[src/spq_pkg.sv]
// Shared constants, codes and controller/datapath interface types for the sorted priority queue.
package spq_pkg;

    // Default number of queue slots
    localparam int SPQ_DEPTH = 16;

    // Field widths
    localparam int OP_W     = 2;
    localparam int DATA_W   = 32;
    localparam int STATUS_W = 2;
    localparam int COUNT_W  = 5;

    // Stream word widths, padded to whole bytes
    localparam int IN_RAW_W  = OP_W + 2 * DATA_W;
    localparam int IN_TDATA_W  = ((IN_RAW_W + 7) / 8) * 8;
    localparam int OUT_RAW_W = STATUS_W + DATA_W + COUNT_W;
    localparam int OUT_TDATA_W = ((OUT_RAW_W + 7) / 8) * 8;

    // Operation codes
    localparam logic [OP_W-1:0] OP_INSERT = 2'd0;
    localparam logic [OP_W-1:0] OP_REMOVE = 2'd1;
    localparam logic [OP_W-1:0] OP_PEEK   = 2'd2;

    // Result status codes
    localparam logic [STATUS_W-1:0] ST_OK    = 2'd0;
    localparam logic [STATUS_W-1:0] ST_EMPTY = 2'd1;
    localparam logic [STATUS_W-1:0] ST_FULL  = 2'd2;

    // Commands from the controller to the datapath
    typedef struct packed {
        logic load_item;     // latch the input transfer and set up pointers
        logic head_capture;  // take the head slot read, pop it on a remove
        logic scan;          // one insertion step toward the head
        logic place;         // write the new entry at the write pointer
        logic emit;          // move the result into the output register
    } t_spq_cmd;

    // Status from the datapath to the controller
    typedef struct packed {
        logic [OP_W-1:0] in_op;  // opcode of the offered input transfer
        logic            empty;
        logic            full;
        logic            found;  // slot read outranks the new entry
        logic            last;   // one unexamined entry left
        logic            out_free;
    } t_spq_sts;

endpackage

[src/sorted_priority_queue.sv]
// Sorted priority queue: highest priority at the head, entries held in a ring buffer memory.
// Steps: peek and remove read the head slot, then register the result; full, empty and unused
// codes register the result directly; insert walks back from the tail, shifting each entry of
// lower or equal priority, then writes the new entry. One operation is in flight; the next is
// accepted the cycle after its result is registered, and a result waits while the output stalls.
// Reset (synchronous, active low) empties the queue; the slot memory itself is not cleared.
module sorted_priority_queue #(
    parameter int QUEUE_DEPTH = spq_pkg::SPQ_DEPTH
) (
    input  logic                            i_clk,
    input  logic                            i_rst_n,
    input  logic                            s_tvalid,
    output logic                            s_tready,
    // fields from bit 0: opcode[2], item_value[32], item_priority[32], zero pad
    input  logic [spq_pkg::IN_TDATA_W-1:0]  s_tdata,
    output logic                            m_tvalid,
    input  logic                            m_tready,
    // fields from bit 0: status[2], head_value[32], entry_count[5], zero pad
    output logic [spq_pkg::OUT_TDATA_W-1:0] m_tdata
);
    import spq_pkg::*;

    t_spq_cmd cmd;
    t_spq_sts sts;

    spq_ctrl u_ctrl (
        .i_clk    (i_clk),
        .i_rst_n  (i_rst_n),
        .s_tvalid (s_tvalid),
        .s_tready (s_tready),
        .i_sts    (sts),
        .o_cmd    (cmd)
    );

    spq_dpath #(
        .QUEUE_DEPTH (QUEUE_DEPTH)
    ) u_dpath (
        .i_clk    (i_clk),
        .i_rst_n  (i_rst_n),
        .s_tdata  (s_tdata),
        .m_tvalid (m_tvalid),
        .m_tready (m_tready),
        .m_tdata  (m_tdata),
        .i_cmd    (cmd),
        .o_sts    (sts)
    );

endmodule

[src/spq_ctrl.sv]
// Controller state machine that sequences each queue operation.
module spq_ctrl (
    input  logic              i_clk,
    input  logic              i_rst_n,
    input  logic              s_tvalid,
    output logic              s_tready,
    input  spq_pkg::t_spq_sts i_sts,
    output spq_pkg::t_spq_cmd o_cmd
);
    import spq_pkg::*;

    localparam logic [2:0] S_IDLE  = 3'd0;
    localparam logic [2:0] S_HEAD  = 3'd1;
    localparam logic [2:0] S_SCAN  = 3'd2;
    localparam logic [2:0] S_PLACE = 3'd3;
    localparam logic [2:0] S_DONE  = 3'd4;

    logic [2:0] r_state;
    logic [2:0] n_state;

    // Decode state into commands and pick the next state
    always_comb begin
        n_state  = r_state;
        o_cmd    = '0;
        s_tready = 1'b0;
        unique case (r_state)
            S_IDLE: begin
                s_tready = 1'b1;
                if (s_tvalid) begin
                    o_cmd.load_item = 1'b1;
                    unique case (i_sts.in_op) inside
                        OP_INSERT: begin
                            if (i_sts.full) begin
                                n_state = S_DONE;
                            end else if (i_sts.empty) begin
                                n_state = S_PLACE;
                            end else begin
                                n_state = S_SCAN;
                            end
                        end
                        OP_REMOVE, OP_PEEK: begin
                            n_state = i_sts.empty ? S_DONE : S_HEAD;
                        end
                        default: begin
                            n_state = S_DONE;
                        end
                    endcase
                end
            end
            S_HEAD: begin
                o_cmd.head_capture = 1'b1;
                n_state = S_DONE;
            end
            S_SCAN: begin
                o_cmd.scan = 1'b1;
                if (i_sts.found) begin
                    n_state = S_DONE;
                end else if (i_sts.last) begin
                    n_state = S_PLACE;
                end
            end
            S_PLACE: begin
                o_cmd.place = 1'b1;
                n_state = S_DONE;
            end
            S_DONE: begin
                if (i_sts.out_free) begin
                    o_cmd.emit = 1'b1;
                    n_state = S_IDLE;
                end
            end
            default: begin
                n_state = S_IDLE;
            end
        endcase
    end

    // Advance state
    always_ff @(posedge i_clk) begin
        if (!i_rst_n) begin
            r_state <= S_IDLE;
        end else begin
            r_state <= n_state;
        end
    end

endmodule

[src/spq_dpath.sv]
// Datapath: slot memory kept as a ring, pointers, count and the output register.
module spq_dpath #(
    parameter int QUEUE_DEPTH = spq_pkg::SPQ_DEPTH
) (
    input  logic                               i_clk,
    input  logic                               i_rst_n,
    input  logic [spq_pkg::IN_TDATA_W-1:0]     s_tdata,
    output logic                               m_tvalid,
    input  logic                               m_tready,
    output logic [spq_pkg::OUT_TDATA_W-1:0]    m_tdata,
    input  spq_pkg::t_spq_cmd                  i_cmd,
    output spq_pkg::t_spq_sts                  o_sts
);
    import spq_pkg::*;

    localparam int ADDR_W = (QUEUE_DEPTH > 1) ? $clog2(QUEUE_DEPTH) : 1;
    localparam int CNT_W  = $clog2(QUEUE_DEPTH + 1);
    localparam int SUM_W  = CNT_W + 1;
    localparam int SLOT_W = 2 * DATA_W;
    localparam logic [ADDR_W-1:0] ADDR_MAX = ADDR_W'(QUEUE_DEPTH - 1);
    localparam logic [SUM_W-1:0]  DEPTH_S  = SUM_W'(QUEUE_DEPTH);
    localparam logic [CNT_W-1:0]  DEPTH_C  = CNT_W'(QUEUE_DEPTH);

    // Slot memory: priority in the upper half, value in the lower half
    logic [SLOT_W-1:0] r_mem [QUEUE_DEPTH];
    logic [SLOT_W-1:0] r_rd_data;

    logic [ADDR_W-1:0] r_head;
    logic [CNT_W-1:0]  r_count;
    logic [CNT_W-1:0]  r_remain;
    logic [ADDR_W-1:0] r_rd_ptr;
    logic [ADDR_W-1:0] r_wr_ptr;
    logic [OP_W-1:0]   r_op;
    logic [DATA_W-1:0] r_val;
    logic [DATA_W-1:0] r_pri;
    logic [STATUS_W-1:0] r_res_status;
    logic [DATA_W-1:0] r_res_value;
    logic              r_out_valid;
    logic [OUT_TDATA_W-1:0] r_out_data;

    logic [OP_W-1:0]   in_op;
    logic [DATA_W-1:0] in_val;
    logic [DATA_W-1:0] in_pri;
    logic [SUM_W-1:0]  tail_sum;
    logic [ADDR_W-1:0] tail_pos;
    logic [ADDR_W-1:0] last_pos;
    logic [ADDR_W-1:0] rd_prev;
    logic [ADDR_W-1:0] head_next;
    logic [ADDR_W-1:0] rd_addr;
    logic              wr_en;
    logic [ADDR_W-1:0] wr_addr;
    logic [SLOT_W-1:0] wr_data;
    logic              is_empty;
    logic              is_full;
    logic              found;
    logic [31:0]       count_ext;

    assign in_op  = s_tdata[OP_W-1:0];
    assign in_val = s_tdata[OP_W +: DATA_W];
    assign in_pri = s_tdata[OP_W + DATA_W +: DATA_W];

    assign is_empty = (r_count == '0);
    assign is_full  = (r_count >= DEPTH_C);
    assign found    = $signed(r_rd_data[SLOT_W-1:DATA_W]) > $signed(r_pri);

    // Ring position arithmetic
    always_comb begin
        tail_sum  = SUM_W'(r_head) + SUM_W'(r_count);
        tail_pos  = (tail_sum >= DEPTH_S) ? ADDR_W'(tail_sum - DEPTH_S) : ADDR_W'(tail_sum);
        last_pos  = (tail_pos == '0) ? ADDR_MAX : tail_pos - 1'b1;
        rd_prev   = (r_rd_ptr == '0) ? ADDR_MAX : r_rd_ptr - 1'b1;
        head_next = (r_head == ADDR_MAX) ? '0 : r_head + 1'b1;
    end

    // Select read address: tail on insert, head on remove or peek, walk back while scanning
    always_comb begin
        if (i_cmd.load_item) begin
            rd_addr = (in_op == OP_INSERT) ? last_pos : r_head;
        end else if (i_cmd.scan) begin
            rd_addr = rd_prev;
        end else begin
            rd_addr = r_rd_ptr;
        end
    end

    // Write either the new entry or the shifted slot
    always_comb begin
        wr_en   = i_cmd.scan || i_cmd.place;
        wr_addr = r_wr_ptr;
        if (i_cmd.scan && !found) begin
            wr_data = r_rd_data;
        end else begin
            wr_data = {r_pri, r_val};
        end
    end

    // Slot memory with registered read
    always_ff @(posedge i_clk) begin
        if (wr_en) begin
            r_mem[wr_addr] <= wr_data;
        end
        r_rd_data <= r_mem[rd_addr];
    end

    // Item, pointer and result registers
    always_ff @(posedge i_clk) begin
        r_rd_ptr <= rd_addr;
        if (i_cmd.load_item) begin
            r_op        <= in_op;
            r_val       <= in_val;
            r_pri       <= in_pri;
            r_wr_ptr    <= tail_pos;
            r_remain    <= r_count;
            r_res_value <= '0;
            unique case (in_op) inside
                OP_INSERT: r_res_status <= is_full ? ST_FULL : ST_OK;
                OP_REMOVE, OP_PEEK: r_res_status <= is_empty ? ST_EMPTY : ST_OK;
                default: r_res_status <= ST_OK;
            endcase
        end
        if (i_cmd.scan && !found) begin
            r_wr_ptr <= r_rd_ptr;
            r_remain <= r_remain - 1'b1;
        end
        if (i_cmd.head_capture) begin
            r_res_value <= r_rd_data[DATA_W-1:0];
        end
    end

    // Head pointer and count
    always_ff @(posedge i_clk) begin
        if (!i_rst_n) begin
            r_head  <= '0;
            r_count <= '0;
        end else if ((i_cmd.scan && found) || i_cmd.place) begin
            r_count <= r_count + 1'b1;
        end else if (i_cmd.head_capture && r_op == OP_REMOVE) begin
            r_head  <= head_next;
            r_count <= r_count - 1'b1;
        end
    end

    assign count_ext = 32'(r_count);

    // Output register: hold until the transfer completes
    always_ff @(posedge i_clk) begin
        if (!i_rst_n) begin
            r_out_valid <= 1'b0;
        end else if (i_cmd.emit) begin
            r_out_valid <= 1'b1;
        end else if (m_tready) begin
            r_out_valid <= 1'b0;
        end
    end

    always_ff @(posedge i_clk) begin
        if (i_cmd.emit) begin
            r_out_data <= OUT_TDATA_W'({count_ext[COUNT_W-1:0], r_res_value, r_res_status});
        end
    end

    assign m_tvalid = r_out_valid;
    assign m_tdata  = r_out_data;

    // Status toward the controller
    always_comb begin
        o_sts.in_op    = in_op;
        o_sts.empty    = is_empty;
        o_sts.full     = is_full;
        o_sts.found    = found;
        o_sts.last     = (r_remain == CNT_W'(1));
        o_sts.out_free = !r_out_valid || m_tready;
    end

endmodule

[config.mk]
export PLATFORM = sky130hd
export DESIGN_NAME = sorted_priority_queue
export DESIGN_NICKNAME = d
export VERILOG_FILES = /design/src/spq_pkg.sv /design/src/sorted_priority_queue.sv /design/src/spq_ctrl.sv /design/src/spq_dpath.sv
export SDC_FILE = /design/constraint.sdc
export NUM_CORES = 2
export LEC_CHECK = 0
export ABC_AREA = 1
export BUFFER_PORTS_ARGS = -buffer_cell sky130_fd_sc_hd__buf_2
export CAP_MARGIN = 0
export CORE_AREA = 2 2 302 304
export DETAILED_ROUTE_END_ITERATION = 10
export DIE_AREA = 0 0 304 306
export GPL_TIMING_DRIVEN = 0
export PLACE_DENSITY = 0.82
export REMOVE_ABC_BUFFERS = 1
export SLEW_MARGIN = 20
export SYNTH_ARGS = -nofsm -noshare
export SYNTH_HDL_FRONTEND = slang
export SYNTH_HIERARCHICAL = 1
export SYNTH_SLANG_ARGS = --single-unit
export TNS_END_PERCENT = 50
[constraint.sdc]
create_clock -name i_clk -period 10.1 [get_ports i_clk]
set_clock_uncertainty 0.1 [all_clocks]
set_input_delay 1.515 -clock i_clk [delete_from_list [all_inputs] [get_ports i_clk]]
set_output_delay 1.515 -clock i_clk [all_outputs]
set_load 0.05 [all_outputs]
==> metrics.md <==
| Metric | Value |
|---|---|
| Status | `finished clean` |
| Post-synthesis cell count | `4,900` |
| Remaining antenna violation count | `0` |
| PostCTS Resize Cnt | `0` |
| Tot Pwr | `19.26 mW` |
| Hold buffer count at CTS | `0` |
| Share of cells above drive strength 1 | `0.09176` |
| Seq/Total Area, Yosys | `0.6882` |
| # setup viols final | `0` |
| Max-slew headroom | `0.2851` |
| Final hold violation count | `0` |
| Startpoint types | `flip-flop` |
| Post-CTS setup buffers | `0` |
| GR Util All Layers | `0.2931` |
| Post-Route Setup TNS | `0 ps` |
| # clock sinks | `1,253` |
| Largest net degree at the start of global routing | `125` |
| Synth Warn # | `6` |
| Synth cell types | `38` |
| Syn-to-layout area delta | `14.96%` |
| CP Capture Type | `flip-flop` |
| Crit-path leading delay family | `buffers and inverters` |
| Iter 0 DRT Violations | `5,479` |
| Placed insts | `6,051` |
| FF+latch count, synth | `1,253` |
| DRC | `0` |
| DRT Wirelength | `137,700 um` |
| Vias in the first global route | `37,570` |
| Post-route insts no fill | `6,276` |
| Pwr/cell area | `313.2 mW/mm2` |
| Leak | `25.49 nW` |
| RSZ-0062 raised after global routing | `false` |
| TritonCTS Buffers | `119` |
| Worst-skew pair later-pin latency | `720 ps` |
| Count leader, synth | `edfxtp_1` |
| Syn avg cell area | `10.92 um2` |
| Die H | `306 um` |
| WP data required | `10,590 ps` |
| Crit path time final | `6138 ps` |
| # rows | `110` |
| Synth top area share | `0.6578` |
| Synthesized area | `0.05350 mm2` |
| Total gr overflow | `0` |
| DR vias/cell | `5.962` |
| Worst path buffer plus inverter count | `7` |
| Die Wd | `304 um` |
| Fillers | `5,439` |
| Diodes inserted | `0` |
| I/O Pins | `118` |
| CP Class | `reg -> reg` |
| Initial antenna violation count | `1` |
| Clock transition at the registers of the reported paths | `60 ps` |
| Post-DP HPWL | `80,260 um` |
| Max incr delay on CP | `530 ps` |
| Last weighted congestion value of the routability-driven placer | `0.7904` |
| Drt pass-1 iters | `8` |
| Total Nets Final | `5,123` |
| Hold slack | `317.5 ps` |
| Post-synth EDFFs | `1,172` |
| Most used DFF post-synth | `edfxtp_1` |
| Input/output buffers | `110` |
| Ys async rst share | `0` |
| Worst Path Arrival | `6630 ps` |
| Fmax | `162.9 MHz` |
| H-tree Lvls | `3` |
| Total core area | `0.08960 mm2` |
| Slowest CP cell | `inv_8` |
| Pre-CTS setup slack | `3701 ps` |
| Max-cap violations | `0` |
| Internal reg-to-reg setup slack | `3960 ps` |
| Longest Clk Path Bufs | `3` |
| Post-synth top cells | `edfxtp_1 (1,172), nand2_1 (1,111), nand3_1 (914)` |
| Starting Density | `0.5971` |
| DR WL/cell | `21.95 um` |
| Actual slew at the worst max-slew pin | `1065 ps` |
| Hold Path Class | `reg -> reg` |
| Finished Core Util | `0.6864` |
| Final worst path period share | `0.6077` |
| CP most frequent cell | `nand2_1` |
| Synth area leader | `edfxtp_1` |
| Post-placement cell area | `0.05743 mm2` |
| Peak supply drop | `0.4924 mV` |
| Post-route setup slack | `3962 ps` |
| Vias | `37,420` |
| CP max FO | `101` |
| Clk root buf | `clkbuf_16` |
| Die Area | `0.09302 mm2` |
| Post-Layout Inst Area | `0.06150 mm2` |
| CP Cell Sequence | `ha_1, fa_1, inv_1, ha_1, inv_1, nor2_1, nand2_1, nand2_1, nand2_1, nand2_8, buf_16, buf_16, nand2_8, buf_16, inv_8, buf_16, nand2_1, nand3_1, nand3_1, nand3_1, nand2_1` |
| CTS tree | `done` |
| Fin. max-slew vios | `0` |
| Global-route wire length before repair | `208,900 um` |
| Ranking of synthesized cells by area | `edfxtp_1 (66%), nand3_1 (8.6%), nand2_1 (7.8%)` |
-- cells in the final DEF, fill, tap and decap left out, types with 30 or more instances in the layout --
master     count
nor2_1        30
buf_2        110
nand2_1     1109
inv_1        880
ha_1          49
buf_12        36
buf_16        68
o21ai_1       32
dfxtp_1       81
nand3_1      914
edfxtp_1    1172
nand3b_1     253
clkbuf_16    120
-- final timing paths --
| check | to | startpoint | cells past startpoint |
|---|---|---|---|
| worst min register to register | u_dpath/m_tdata[24] | u_dpath/r_res_value[22] | 0 |
| worst min-delay path | u_dpath/m_tdata[24] | u_dpath/r_res_value[22] | 0 |
| worst max-delay path | u_dpath/r_rd_data[52] | u_dpath/r_count[0] | 21 |
| worst max register to register | u_dpath/r_rd_data[52] | u_dpath/r_count[0] | 21 |
-- final cells by class --
cell class              instances  area [um2]  share of cell area
repair buffers                238        3387             0.05507
flip-flops and latches       1253       36820              0.5986
clock buffers                 159        3319             0.05397
well taps                    1176        1471             0.02392
clock inverters                66       753.2             0.01225
multi-input cells            2496       12390              0.2015
inverters                     888        3363             0.05468
-- kinds of logic after synthesis --
kind of cell	after synthesis	synth area share
simple gates	2351	0.2053
fa+ha+maj	51	0.01221
xor+xnor	12	0.001965
flops	1253	0.6882
compound gates	81	0.008045
other cells	1	0.00007010
buf+inv	1151	0.08422
-- report_power, final --
group | switching (mW) | total (mW) | internal [mW]
logic | 5.37 | 7.65 | 2.28
clock network | 1.92 | 4.58 | 2.67
registers | 0.225 | 7.02 | 6.80
-- sequential cells by signal, indices dropped and copies added, names as in the netlist --
name / flops
u_dpath/r_pri: 32
u_dpath/r_op: 2
u_dpath/r_res_value: 32
u_dpath/r_wr_ptr: 4
u_dpath/r_rd_data: 64
u_dpath/r_val: 32
u_dpath/m_tdata: 39
u_ctrl/r_state: 3
u_dpath/r_head: 4
u_dpath/r_res_status: 2
u_dpath/r_mem: 1024
u_dpath/r_rd_ptr: 4
u_dpath/m_tvalid: 1
u_dpath/r_count: 5
u_dpath/r_remain: 5
-- layer usage --
metal	GRT usage	wire length, um	vias up
li1	-	-	16420
met2	0.4968	66760	2701
met4	0.1747	7954	0
met3	0.04424	15320	635
met5	0	0	-
met1	0.3591	47700	17660
No activity file was read; power rests on OpenSTA's default activity.
